[src/hdl/csd_pkg.sv]
// ----------------------------------------------------------------------------
// csd_pkg
// Types and codes shared by the command stream decoder and its parts.
// ----------------------------------------------------------------------------
package csd_pkg;

    localparam int unsigned WORD_W   = 32;
    localparam int unsigned OFFSET_W = 12;
    localparam int unsigned COUNT_W  = 16;
    localparam int unsigned MASK_W   = 16;
    localparam int unsigned CLASS_W  = 10;
    localparam int unsigned CMASK_W  = 6;
    localparam int unsigned GMODE_W  = 2;
    localparam int unsigned GCOUNT_W = 14;
    localparam int unsigned SUBOP_W  = 4;
    localparam int unsigned KIND_W   = 3;
    localparam int unsigned OPCODE_W = 4;
    localparam int unsigned MIDX_W   = $clog2(MASK_W);

    typedef enum logic [2:0] {
        PH_HEADER = 3'd0,
        PH_MASKED = 3'd1,
        PH_INCR   = 3'd2,
        PH_FIXED  = 3'd3,
        PH_GBASE  = 3'd4
    } t_phase;

    typedef enum logic [OPCODE_W-1:0] {
        OP_SET_CLASS = 4'd0,
        OP_INCR      = 4'd1,
        OP_NONINCR   = 4'd2,
        OP_MASK      = 4'd3,
        OP_IMM       = 4'd4,
        OP_RESTART   = 4'd5,
        OP_GATHER    = 4'd6,
        OP_EXTEND    = 4'd14,
        OP_DONE      = 4'd15
    } t_opcode;

    typedef enum logic [KIND_W-1:0] {
        EV_WRITE     = 3'd0,
        EV_SET_CLASS = 3'd1,
        EV_RESTART   = 3'd2,
        EV_GATHER    = 3'd3,
        EV_EXTEND    = 3'd4,
        EV_DONE      = 3'd5,
        EV_UNKNOWN   = 3'd6
    } t_event;

    localparam logic [GMODE_W-1:0] GMODE_NONE    = 2'd0;
    localparam logic [GMODE_W-1:0] GMODE_NONINCR = 2'd1;
    localparam logic [GMODE_W-1:0] GMODE_INCR    = 2'd2;

    typedef struct packed {
        t_phase                phase;
        logic [OFFSET_W-1:0]   cur_offset;
        logic [COUNT_W-1:0]    words_left;
        logic [MASK_W-1:0]     pend_mask;
        logic [GMODE_W-1:0]    gather_mode;
        logic [GCOUNT_W-1:0]   gather_count;
    } t_state;

    typedef struct packed {
        logic [KIND_W-1:0]     event_kind;
        logic [OFFSET_W-1:0]   reg_offset;
        logic [WORD_W-1:0]     reg_value;
        logic [CLASS_W-1:0]    class_ident;
        logic [CMASK_W-1:0]    class_mask;
        logic [GMODE_W-1:0]    gather_mode;
        logic [GCOUNT_W-1:0]   gather_count;
        logic [SUBOP_W-1:0]    extend_subop;
    } t_result;

endpackage

[src/hdl/csd_if.sv]
// ----------------------------------------------------------------------------
// csd_if
// Valid/ready channels of the decoder: command words in, events out.
// ----------------------------------------------------------------------------
interface csd_cmd_if
    import csd_pkg::*;
();
    logic              valid;
    logic              ready;
    logic [WORD_W-1:0] cmd_word;
    logic              last_word;

    modport source (output valid, output cmd_word, output last_word, input ready);
    modport sink   (input valid, input cmd_word, input last_word, output ready);
endinterface

interface csd_evt_if
    import csd_pkg::*;
();
    logic                valid;
    logic                ready;
    logic [KIND_W-1:0]   event_kind;
    logic [OFFSET_W-1:0] reg_offset;
    logic [WORD_W-1:0]   reg_value;
    logic [CLASS_W-1:0]  class_ident;
    logic [CMASK_W-1:0]  class_mask;
    logic [GMODE_W-1:0]  gather_mode;
    logic [GCOUNT_W-1:0] gather_count;
    logic [SUBOP_W-1:0]  extend_subop;

    modport source (
        output valid, output event_kind, output reg_offset, output reg_value,
        output class_ident, output class_mask, output gather_mode,
        output gather_count, output extend_subop, input ready
    );
    modport sink (
        input valid, input event_kind, input reg_offset, input reg_value,
        input class_ident, input class_mask, input gather_mode,
        input gather_count, input extend_subop, output ready
    );
endinterface

[src/hdl/csd_decode.sv]
// ----------------------------------------------------------------------------
// csd_decode
// Decodes one command word against the parser state: gives the next state
// and at most one event.
// ----------------------------------------------------------------------------
module csd_decode
    import csd_pkg::*;
(
    input  t_state            i_state,
    input  logic [WORD_W-1:0] i_word,
    input  logic              i_last,
    output t_state            o_state,
    output logic              o_res_valid,
    output t_result           o_res
);

    logic [OPCODE_W-1:0] hdr_op;
    logic [OFFSET_W-1:0] hdr_off;
    logic [MASK_W-1:0]   low_bit;
    logic [MIDX_W-1:0]   low_idx;
    logic [MASK_W-1:0]   mask_left;
    logic [COUNT_W-1:0]  count_left;
    t_state              n_state;

    assign hdr_op  = i_word[31:28];
    assign hdr_off = i_word[27:16];

    // Lowest pending mask bit and its index.
    always_comb begin
        low_bit = i_state.pend_mask & (~i_state.pend_mask + MASK_W'(1));
        low_idx = '0;
        for (int i = 0; i < MASK_W; i++) begin
            if (low_bit[i]) begin
                low_idx = low_idx | MIDX_W'(i);
            end
        end
    end

    assign mask_left  = i_state.pend_mask & ~low_bit;
    assign count_left = i_state.words_left - COUNT_W'(1);

    always_comb begin
        n_state     = i_state;
        o_res_valid = 1'b0;
        o_res       = '0;

        case (i_state.phase)
            PH_MASKED: begin
                if (i_state.pend_mask != '0) begin
                    o_res_valid     = 1'b1;
                    o_res.event_kind = EV_WRITE;
                    o_res.reg_offset = i_state.cur_offset
                                       + OFFSET_W'(low_idx);
                    o_res.reg_value  = i_word;
                end
                n_state.pend_mask = mask_left;
                if (mask_left == '0) begin
                    n_state.phase = PH_HEADER;
                end
            end
            PH_INCR, PH_FIXED: begin
                o_res_valid      = 1'b1;
                o_res.event_kind = EV_WRITE;
                o_res.reg_offset = i_state.cur_offset;
                o_res.reg_value  = i_word;
                if (i_state.phase == PH_INCR) begin
                    n_state.cur_offset = i_state.cur_offset + OFFSET_W'(1);
                end
                n_state.words_left = count_left;
                if (count_left == '0) begin
                    n_state.phase = PH_HEADER;
                end
            end
            PH_GBASE: begin
                o_res_valid        = 1'b1;
                o_res.event_kind   = EV_GATHER;
                o_res.reg_offset   = i_state.cur_offset;
                o_res.reg_value    = i_word;
                o_res.gather_mode  = i_state.gather_mode;
                o_res.gather_count = i_state.gather_count;
                n_state.phase        = PH_HEADER;
                n_state.words_left   = '0;
                n_state.pend_mask    = '0;
                n_state.gather_mode  = GMODE_NONE;
                n_state.gather_count = '0;
            end
            default: begin
                n_state.phase = PH_HEADER;
                case (hdr_op)
                    OP_SET_CLASS: begin
                        n_state.cur_offset = hdr_off;
                        n_state.pend_mask  = MASK_W'(i_word[5:0]);
                        if (i_word[5:0] != '0) begin
                            n_state.phase = PH_MASKED;
                        end
                        o_res_valid       = 1'b1;
                        o_res.event_kind  = EV_SET_CLASS;
                        o_res.reg_offset  = hdr_off;
                        o_res.class_ident = i_word[15:6];
                        o_res.class_mask  = i_word[5:0];
                    end
                    OP_INCR, OP_NONINCR: begin
                        n_state.cur_offset = hdr_off;
                        n_state.words_left = i_word[15:0];
                        if (i_word[15:0] != '0) begin
                            n_state.phase = (hdr_op == OP_INCR) ? PH_INCR : PH_FIXED;
                        end
                    end
                    OP_MASK: begin
                        n_state.cur_offset = hdr_off;
                        n_state.pend_mask  = i_word[15:0];
                        if (i_word[15:0] != '0) begin
                            n_state.phase = PH_MASKED;
                        end
                    end
                    OP_IMM: begin
                        o_res_valid      = 1'b1;
                        o_res.event_kind = EV_WRITE;
                        o_res.reg_offset = hdr_off;
                        o_res.reg_value  = WORD_W'(i_word[15:0]);
                    end
                    OP_RESTART: begin
                        o_res_valid      = 1'b1;
                        o_res.event_kind = EV_RESTART;
                        o_res.reg_value  = {i_word[27:0], 4'b0000};
                    end
                    OP_GATHER: begin
                        n_state.cur_offset   = hdr_off;
                        n_state.gather_count = i_word[13:0];
                        if (i_word[15]) begin
                            n_state.gather_mode = i_word[14] ? GMODE_INCR : GMODE_NONINCR;
                        end else begin
                            n_state.gather_mode = GMODE_NONE;
                        end
                        n_state.phase = PH_GBASE;
                    end
                    OP_EXTEND: begin
                        o_res_valid        = 1'b1;
                        o_res.event_kind   = EV_EXTEND;
                        o_res.reg_value    = WORD_W'(i_word[23:0]);
                        o_res.extend_subop = i_word[27:24];
                    end
                    OP_DONE: begin
                        o_res_valid      = 1'b1;
                        o_res.event_kind = EV_DONE;
                    end
                    default: begin
                        o_res_valid      = 1'b1;
                        o_res.event_kind = EV_UNKNOWN;
                    end
                endcase
            end
        endcase

        // The final word of a buffer drops whatever data was still announced.
        if (i_last) begin
            n_state.phase        = PH_HEADER;
            n_state.words_left   = '0;
            n_state.pend_mask    = '0;
            n_state.gather_mode  = GMODE_NONE;
            n_state.gather_count = '0;
        end

        o_state = n_state;
    end

endmodule

[src/hdl/command_stream_decoder.sv]
// ----------------------------------------------------------------------------
// command_stream_decoder
// Output: the event of an item is registered and offered in the cycle after the item is taken.
// Throughput: one command word per cycle; the event register frees as it is
// taken, so a stalled output holds the input only while that register is full.
// Reset: synchronous, active low; the parser expects a header, offset zero.
// ----------------------------------------------------------------------------
module command_stream_decoder
    import csd_pkg::*;
(
    input  logic             i_clk,
    input  logic             i_rst_n,
    csd_cmd_if.sink          i_cmd,
    csd_evt_if.source        o_evt
);

    t_state  r_state;
    t_state  n_state;
    t_result r_res;
    t_result n_res;
    logic    r_res_valid;
    logic    n_res_valid;
    logic    cmd_acc;

    assign i_cmd.ready = !r_res_valid || o_evt.ready;
    assign cmd_acc     = i_cmd.valid && i_cmd.ready;

    csd_decode u_decode (
        .i_state     (r_state),
        .i_word      (i_cmd.cmd_word),
        .i_last      (i_cmd.last_word),
        .o_state     (n_state),
        .o_res_valid (n_res_valid),
        .o_res       (n_res)
    );

    always_ff @(posedge i_clk) begin
        if (!i_rst_n) begin
            r_state     <= '{phase: PH_HEADER, default: '0};
            r_res_valid <= 1'b0;
        end else if (cmd_acc) begin
            r_state     <= n_state;
            r_res_valid <= n_res_valid;
        end else if (o_evt.ready) begin
            r_res_valid <= 1'b0;
        end
    end

    always_ff @(posedge i_clk) begin
        if (cmd_acc) begin
            r_res <= n_res;
        end
    end

    assign o_evt.valid        = r_res_valid;
    assign o_evt.event_kind   = r_res.event_kind;
    assign o_evt.reg_offset   = r_res.reg_offset;
    assign o_evt.reg_value    = r_res.reg_value;
    assign o_evt.class_ident  = r_res.class_ident;
    assign o_evt.class_mask   = r_res.class_mask;
    assign o_evt.gather_mode  = r_res.gather_mode;
    assign o_evt.gather_count = r_res.gather_count;
    assign o_evt.extend_subop = r_res.extend_subop;

`ifndef SYNTHESIS
    a_masked_has_bits: assert property (@(posedge i_clk) disable iff (!i_rst_n)
        r_state.phase == PH_MASKED |-> r_state.pend_mask != '0)
        else $error("masked phase with an empty mask");

    a_counted_has_words: assert property (@(posedge i_clk) disable iff (!i_rst_n)
        (r_state.phase == PH_INCR || r_state.phase == PH_FIXED)
        |-> r_state.words_left != '0)
        else $error("counted phase with no words left");

    a_last_clears: assert property (@(posedge i_clk) disable iff (!i_rst_n)
        cmd_acc && i_cmd.last_word |=> r_state.phase == PH_HEADER
        && r_state.words_left == '0 && r_state.pend_mask == '0)
        else $error("last word left data pending");

    a_gather_event: assert property (@(posedge i_clk) disable iff (!i_rst_n)
        cmd_acc && r_state.phase == PH_GBASE
        |=> r_state.phase == PH_HEADER && r_res_valid
        && r_res.event_kind == EV_GATHER)
        else $error("gather base did not yield a gather event");

    a_empty_ready: assert property (@(posedge i_clk) disable iff (!i_rst_n)
        !r_res_valid |-> i_cmd.ready)
        else $error("input stalled with an empty event register");
`endif

endmodule

[src/flat_wrapper.sv]
// flat-port wrapper written by rule: the top's interface ports become plain ports
module command_stream_decoder_flat import csd_pkg::*;
  (i_clk, i_rst_n, i_cmd_valid, i_cmd_cmd_word, i_cmd_last_word, i_cmd_ready, o_evt_valid, o_evt_event_kind, o_evt_reg_offset, o_evt_reg_value, o_evt_class_ident, o_evt_class_mask, o_evt_gather_mode, o_evt_gather_count, o_evt_extend_subop, o_evt_ready);
  csd_cmd_if i_cmd_i ();
  csd_evt_if o_evt_i ();
  input  logic i_clk;
  input  logic i_rst_n;
  input wire logic [$bits(i_cmd_i.valid)-1:0] i_cmd_valid;
  input wire logic [$bits(i_cmd_i.cmd_word)-1:0] i_cmd_cmd_word;
  input wire logic [$bits(i_cmd_i.last_word)-1:0] i_cmd_last_word;
  output wire logic [$bits(i_cmd_i.ready)-1:0] i_cmd_ready;
  output wire logic [$bits(o_evt_i.valid)-1:0] o_evt_valid;
  output wire logic [$bits(o_evt_i.event_kind)-1:0] o_evt_event_kind;
  output wire logic [$bits(o_evt_i.reg_offset)-1:0] o_evt_reg_offset;
  output wire logic [$bits(o_evt_i.reg_value)-1:0] o_evt_reg_value;
  output wire logic [$bits(o_evt_i.class_ident)-1:0] o_evt_class_ident;
  output wire logic [$bits(o_evt_i.class_mask)-1:0] o_evt_class_mask;
  output wire logic [$bits(o_evt_i.gather_mode)-1:0] o_evt_gather_mode;
  output wire logic [$bits(o_evt_i.gather_count)-1:0] o_evt_gather_count;
  output wire logic [$bits(o_evt_i.extend_subop)-1:0] o_evt_extend_subop;
  input wire logic [$bits(o_evt_i.ready)-1:0] o_evt_ready;
  assign i_cmd_i.valid = i_cmd_valid;
  assign i_cmd_i.cmd_word = i_cmd_cmd_word;
  assign i_cmd_i.last_word = i_cmd_last_word;
  assign i_cmd_ready = i_cmd_i.ready;
  assign o_evt_valid = o_evt_i.valid;
  assign o_evt_event_kind = o_evt_i.event_kind;
  assign o_evt_reg_offset = o_evt_i.reg_offset;
  assign o_evt_reg_value = o_evt_i.reg_value;
  assign o_evt_class_ident = o_evt_i.class_ident;
  assign o_evt_class_mask = o_evt_i.class_mask;
  assign o_evt_gather_mode = o_evt_i.gather_mode;
  assign o_evt_gather_count = o_evt_i.gather_count;
  assign o_evt_extend_subop = o_evt_i.extend_subop;
  assign o_evt_i.ready = o_evt_ready;
  command_stream_decoder u_core (.i_clk(i_clk), .i_rst_n(i_rst_n), .i_cmd(i_cmd_i), .o_evt(o_evt_i));
endmodule
[config.mk]
export PLATFORM = sky130hd
export DESIGN_NAME = command_stream_decoder_flat
export DESIGN_NICKNAME = d
export VERILOG_FILES = /design/src/hdl/csd_pkg.sv /design/src/hdl/csd_if.sv /design/src/hdl/csd_decode.sv /design/src/hdl/command_stream_decoder.sv /design/src/flat_wrapper.sv
export SDC_FILE = /design/constraint.sdc
export NUM_CORES = 1
export LEC_CHECK = 0
export BUFFER_PORTS_ARGS = -buffer_cell sky130_fd_sc_hd__clkbuf_2
export CAP_MARGIN = 5
export CORE_UTILIZATION = 51
export CTS_CLUSTER_DIAMETER = 40
export DETAILED_ROUTE_END_ITERATION = 8
export PLACE_DENSITY = 0.78
export SYNTH_ARGS = -nofsm -noshare
export SYNTH_HDL_FRONTEND = slang
export SYNTH_SLANG_ARGS = --single-unit
[constraint.sdc]
create_clock -name i_clk -period 5 [get_ports i_clk]
set_input_delay 0.75 -clock i_clk [delete_from_list [all_inputs] [get_ports i_clk]]
set_output_delay 0.75 -clock i_clk [all_outputs]
set_load 0.01 [all_outputs]
==> run_results.csv <==
group,metric,value,unit
floorplan,start_util,52.2,%
min_path,worstHoldStart,"u_core.r_state[40]$_SDFFE_PN0P_",
routing,vias,6983,
clock_tree,htree_num_levels,4,
timing,worst_pin_slew,1.18,ns
setup_path,cp_cell_sequence,"nor4_4 > nand3_2 > or3_1 > o21ai_0 > ha_1 > a21oi_1 > a21boi_0 > o2111ai_1 > o21ai_0 > a21boi_0 > a211o_1",
power,intPower,2180,uW
floorplan,die_h,127,microns
floorplan,core-area,0.0152,sq mm
synth,synth-edff-count,83,
synth,synth_area_leaders,"edfxtp_1 31%, dfxtp_1 16%, nand2_1 3.9%",
clock_tree,cts_setup_buffers,0,
setup_path,ff2ff_path_depth,11,
setup_path,path_delay_family,"compound AO/OA/AOI/OAI gates",
final_layout,final_common_cell,"clkbuf_2",
grt,grt-ovfl-total,0,
clock_tree,cts.path.max_buffers,2,
synth,ys_seq_elements,147,
power,cellPowerDensity,327,mW/mm^2
synth,seq_area_frac_synth,47.5,%
setup_path,worstPathArrival,3.94,ns
clock_tree,post_cts_resized,0,
routing,dr.pass1.iters,6,
power,ir_drop,248,uV
routing,initialDrtViolationCount,865,
final_layout,drive_gt1_share,21.0,%
synth,synth_cell_types,79,
timing,rsz0062_at_grt,"no",
floorplan,die_x,127,microns
floorplan,ios,122,
floorplan,row_count,45,
run_status,status,"completed",
placed_design,dp_hpwl,14000,microns
final_layout,final_nets,950,
setup_path,cp-end-kind,"flop",
setup_path,critPathKind,"flop to flop",
grt,grt_pass1_wl,33200,microns
timing,whs,0.519,ns
placed_design,port_buffers,121,
final_layout,layout_common_cells,"121 x clkbuf_2, 83 x edfxtp_1, 82 x nand2_1, 64 x dfxtp_1, 48 x o21ai_0",
final_layout,multi_input_area,0.00380,sq mm
final_layout,synthToLayoutAreaGrowth,15.0,%
final_layout,num_antenna_cells,0,
synth,synth_warnings,0,
timing,slew_headroom,21.0,%
timing,fin_crit_sh,75.3,%
routing,viasPerCell,6.32,
min_path,holdPathStages,2,
timing,fin_tns_setup,0,ns
min_path,hold_class,"flop to flop",
synth,syn_area,0.00794,sq mm
setup_path,max_stage_delay,0.58,ns
final_layout,seq_area,0.00377,sq mm
setup_path,cp_num_buf_inv,0,
routing,drcViolationCount,0,
placed_design,globalplace.congestion,0.942,
setup_path,crit_required,5.17,ns
grt,grt_antenna_before_repair,0,
setup_path,r2r_end,"u_core.o_evt.reg_offset[11]$_DFFE_PP_",
routing,drtAntennaViolNets,0,
timing,slew_viol_final,0,
power,p_sw_share,27.0,%
final_layout,fillers,1240,
synth,yosysTopAreaCellShare,31.4,%
floorplan,dieArea,0.0161,sq mm
power,switchingPower,807,uW
clock_tree,root_buffer,"clkbuf_16",
setup_path,worstReg2RegStart,"u_core.r_state[16]$_SDFFE_PN0P_",
routing,avgRoutedWirePerCell,19.5,microns
power,seqPwrFrac,46.1,%
synth,netlist_instances,827,
grt,grt_use_total,26.7,%
setup_path,cp_max_fo,10,
clock_tree,ctsHoldBuffers,0,
power,combPwrFrac,13.1,%
synth,yosysTopAreaCell,"edfxtp_1",
routing,totalWireLength,21600,microns
synth,ys.flop_type,"edfxtp_1",
clock_tree,path_clk_slew,0.06,ns
timing,finClkSkew,0.00977,ns
clock_tree,tritoncts.num_buffers,17,
setup_path,start_kind,"flop",
clock_tree,cts.sinks,147,
clock_tree,cts_tree,"yes",
synth,ys_async_sr_fraction,0,%
grt,grt_max_degree,83,
timing,finalCriticalPeriod,3.77,ns
setup_path,rrSetupSlack,1.23,ns
power,p_leak,0.00370,uW
timing,final-setup-viol-count,0,
setup_path,crit_path_top_delay_cell,"nor4_4",
synth,synth_fp_nets,873,
clock_tree,clock_latency,0.42,ns
min_path,min_to,"u_core.r_state[40]$_SDFFE_PN0P_",
synth,avgSynthCellArea,9.60,sq um
grt,first_global_vias,5941,
timing,max_freq,266,MHz
run,maxCapViolations,0,
timing,finalHoldViolations,0,
power,pwr-share-clk,40.8,%
-- worst max-delay path by stage --
stage                                    start                                    end  slack [ns]  cells past startpoint
3_5_place_dp   u_core.r_state[16]$_SDFFE_PN0P_  u_core.o_evt.reg_offset[11]$_DFFE_PP_        1.35                     11
3_3_place_gp   u_core.r_state[16]$_SDFFE_PN0P_  u_core.o_evt.reg_offset[11]$_DFFE_PP_        1.49                     11
2_1_floorplan                      o_evt_ready        u_core.r_state[47]$_SDFFE_PN0P_        1.17                      7
5_1_grt        u_core.r_state[16]$_SDFFE_PN0P_  u_core.o_evt.reg_offset[11]$_DFFE_PP_        0.99                     11
6_report       u_core.r_state[16]$_SDFFE_PN0P_  u_core.o_evt.reg_offset[11]$_DFFE_PP_        1.23                     11
4_1_cts        u_core.r_state[16]$_SDFFE_PN0P_  u_core.o_evt.reg_offset[11]$_DFFE_PP_        1.34                     11
-- area by class of cell --
type | count | area share (%)
clock buffer | 20 | 5.23
clock inverter | 12 | 1.04
inverter | 17 | 0.712
multi-input combinational | 590 | 41.7
sequential | 147 | 41.3
tap | 188 | 2.58
timing repair buffer | 131 | 7.45
-- worst min-delay path: cells and delay by family (launching register included) --
family | cells | cell delay, ns
AO/OA/AOI/OAI | 1 | 0.05
AND/OR/NAND/NOR | 1 | 0.07
flip-flops | 1 | 0.35
-- per-stage QoR --
stage / std cells / worst slack (ns) / util, % / area, sq um / total power, uW
finish: 1105 / 1.23 / 60.1 / 9130 / 2980
CTS: 1105 / 1.34 / 60.1 / 9130 / 2990
detailed placement: 1073 / 1.35 / 56.3 / 8560 / 1780
global route: 1105 / 0.991 / 60.1 / 9130 / 3080
global placement: 1073 / 1.49 / 56.3 / 8560 / 1780
floorplan: 827 / 1.17 / - / 7940 / 1650
-- registers in the layout, summed over array words and instances, names as in the netlist --
name,cells
u_core.o_evt.event_kind,3
u_core.o_evt.class_ident,10
u_core.o_evt.gather_count,14
u_core.o_evt.extend_subop,4
u_core.o_evt.class_mask,6
u_core.o_evt.reg_offset,12
u_core.o_evt.valid,1
u_core.r_state,63
u_core.o_evt.reg_value,32
u_core.o_evt.gather_mode,2
-- power groups by stage --
stage / clock network (uW) / logic (uW) / registers [uW]
final: 1220 / 392 / 1380
after global routing: 1280 / 424 / 1380
after CTS: 1230 / 386 / 1370
after detailed placement: 0 / 383 / 1400
after global placement: 0 / 380 / 1400
after floorplan: 0 / 236 / 1410
-- kinds of logic after synthesis --
family | after synthesis | synth area share, %
XOR/XNOR | 22 | 2.43
adder cells (fa/ha/maj) | 12 | 1.89
AO/OA/AOI/OAI | 252 | 22.5
flip-flops | 147 | 47.5
AND/OR/NAND/NOR | 304 | 21.0
buffers and inverters | 90 | 4.63
-- per-layer routing --
layer / wire (microns) / up-vias / GRT usage, % / part of all wire, %
li1: - / 3257 / - / -
met1: 9440 / 3299 / 37.6 / 44
met2: 9580 / 373 / 40.1 / 44
met3: 1860 / 54 / 5.36 / 8.6
met4: 695 / 0 / 11.0 / 3.2
met5: 0 / - / 0 / 0
-- cell usage after synthesis (all sizes together) (4+ instances only) --
| library cell | n |
|---|---|
| o21ai | 51 |
| xnor2 | 16 |
| or3 | 12 |
| o31ai | 9 |
| a211o | 6 |
| o211a | 4 |
| nor3 | 16 |
| nor4 | 19 |
| nand3 | 18 |
| or4 | 5 |
| nor2 | 48 |
| a32o | 4 |
| ha | 8 |
| o211ai | 12 |
| nand2 | 83 |
| a31o | 9 |
| and2 | 40 |
| nor2b | 7 |
| nand4 | 7 |
| nand2b | 7 |
| clkbuf | 55 |
| a31oi | 16 |
| and3 | 21 |
| inv | 17 |
| buf | 18 |
| a22o | 28 |
| nor3b | 6 |
| a21boi | 21 |
| xor2 | 6 |
| a21o | 4 |
| a21oi | 36 |
| edfxtp | 83 |
| a2111oi | 4 |
| a32oi | 12 |
| a22oi | 7 |
| dfxtp | 64 |
Note: power is estimated with default switching activity, not from simulation.
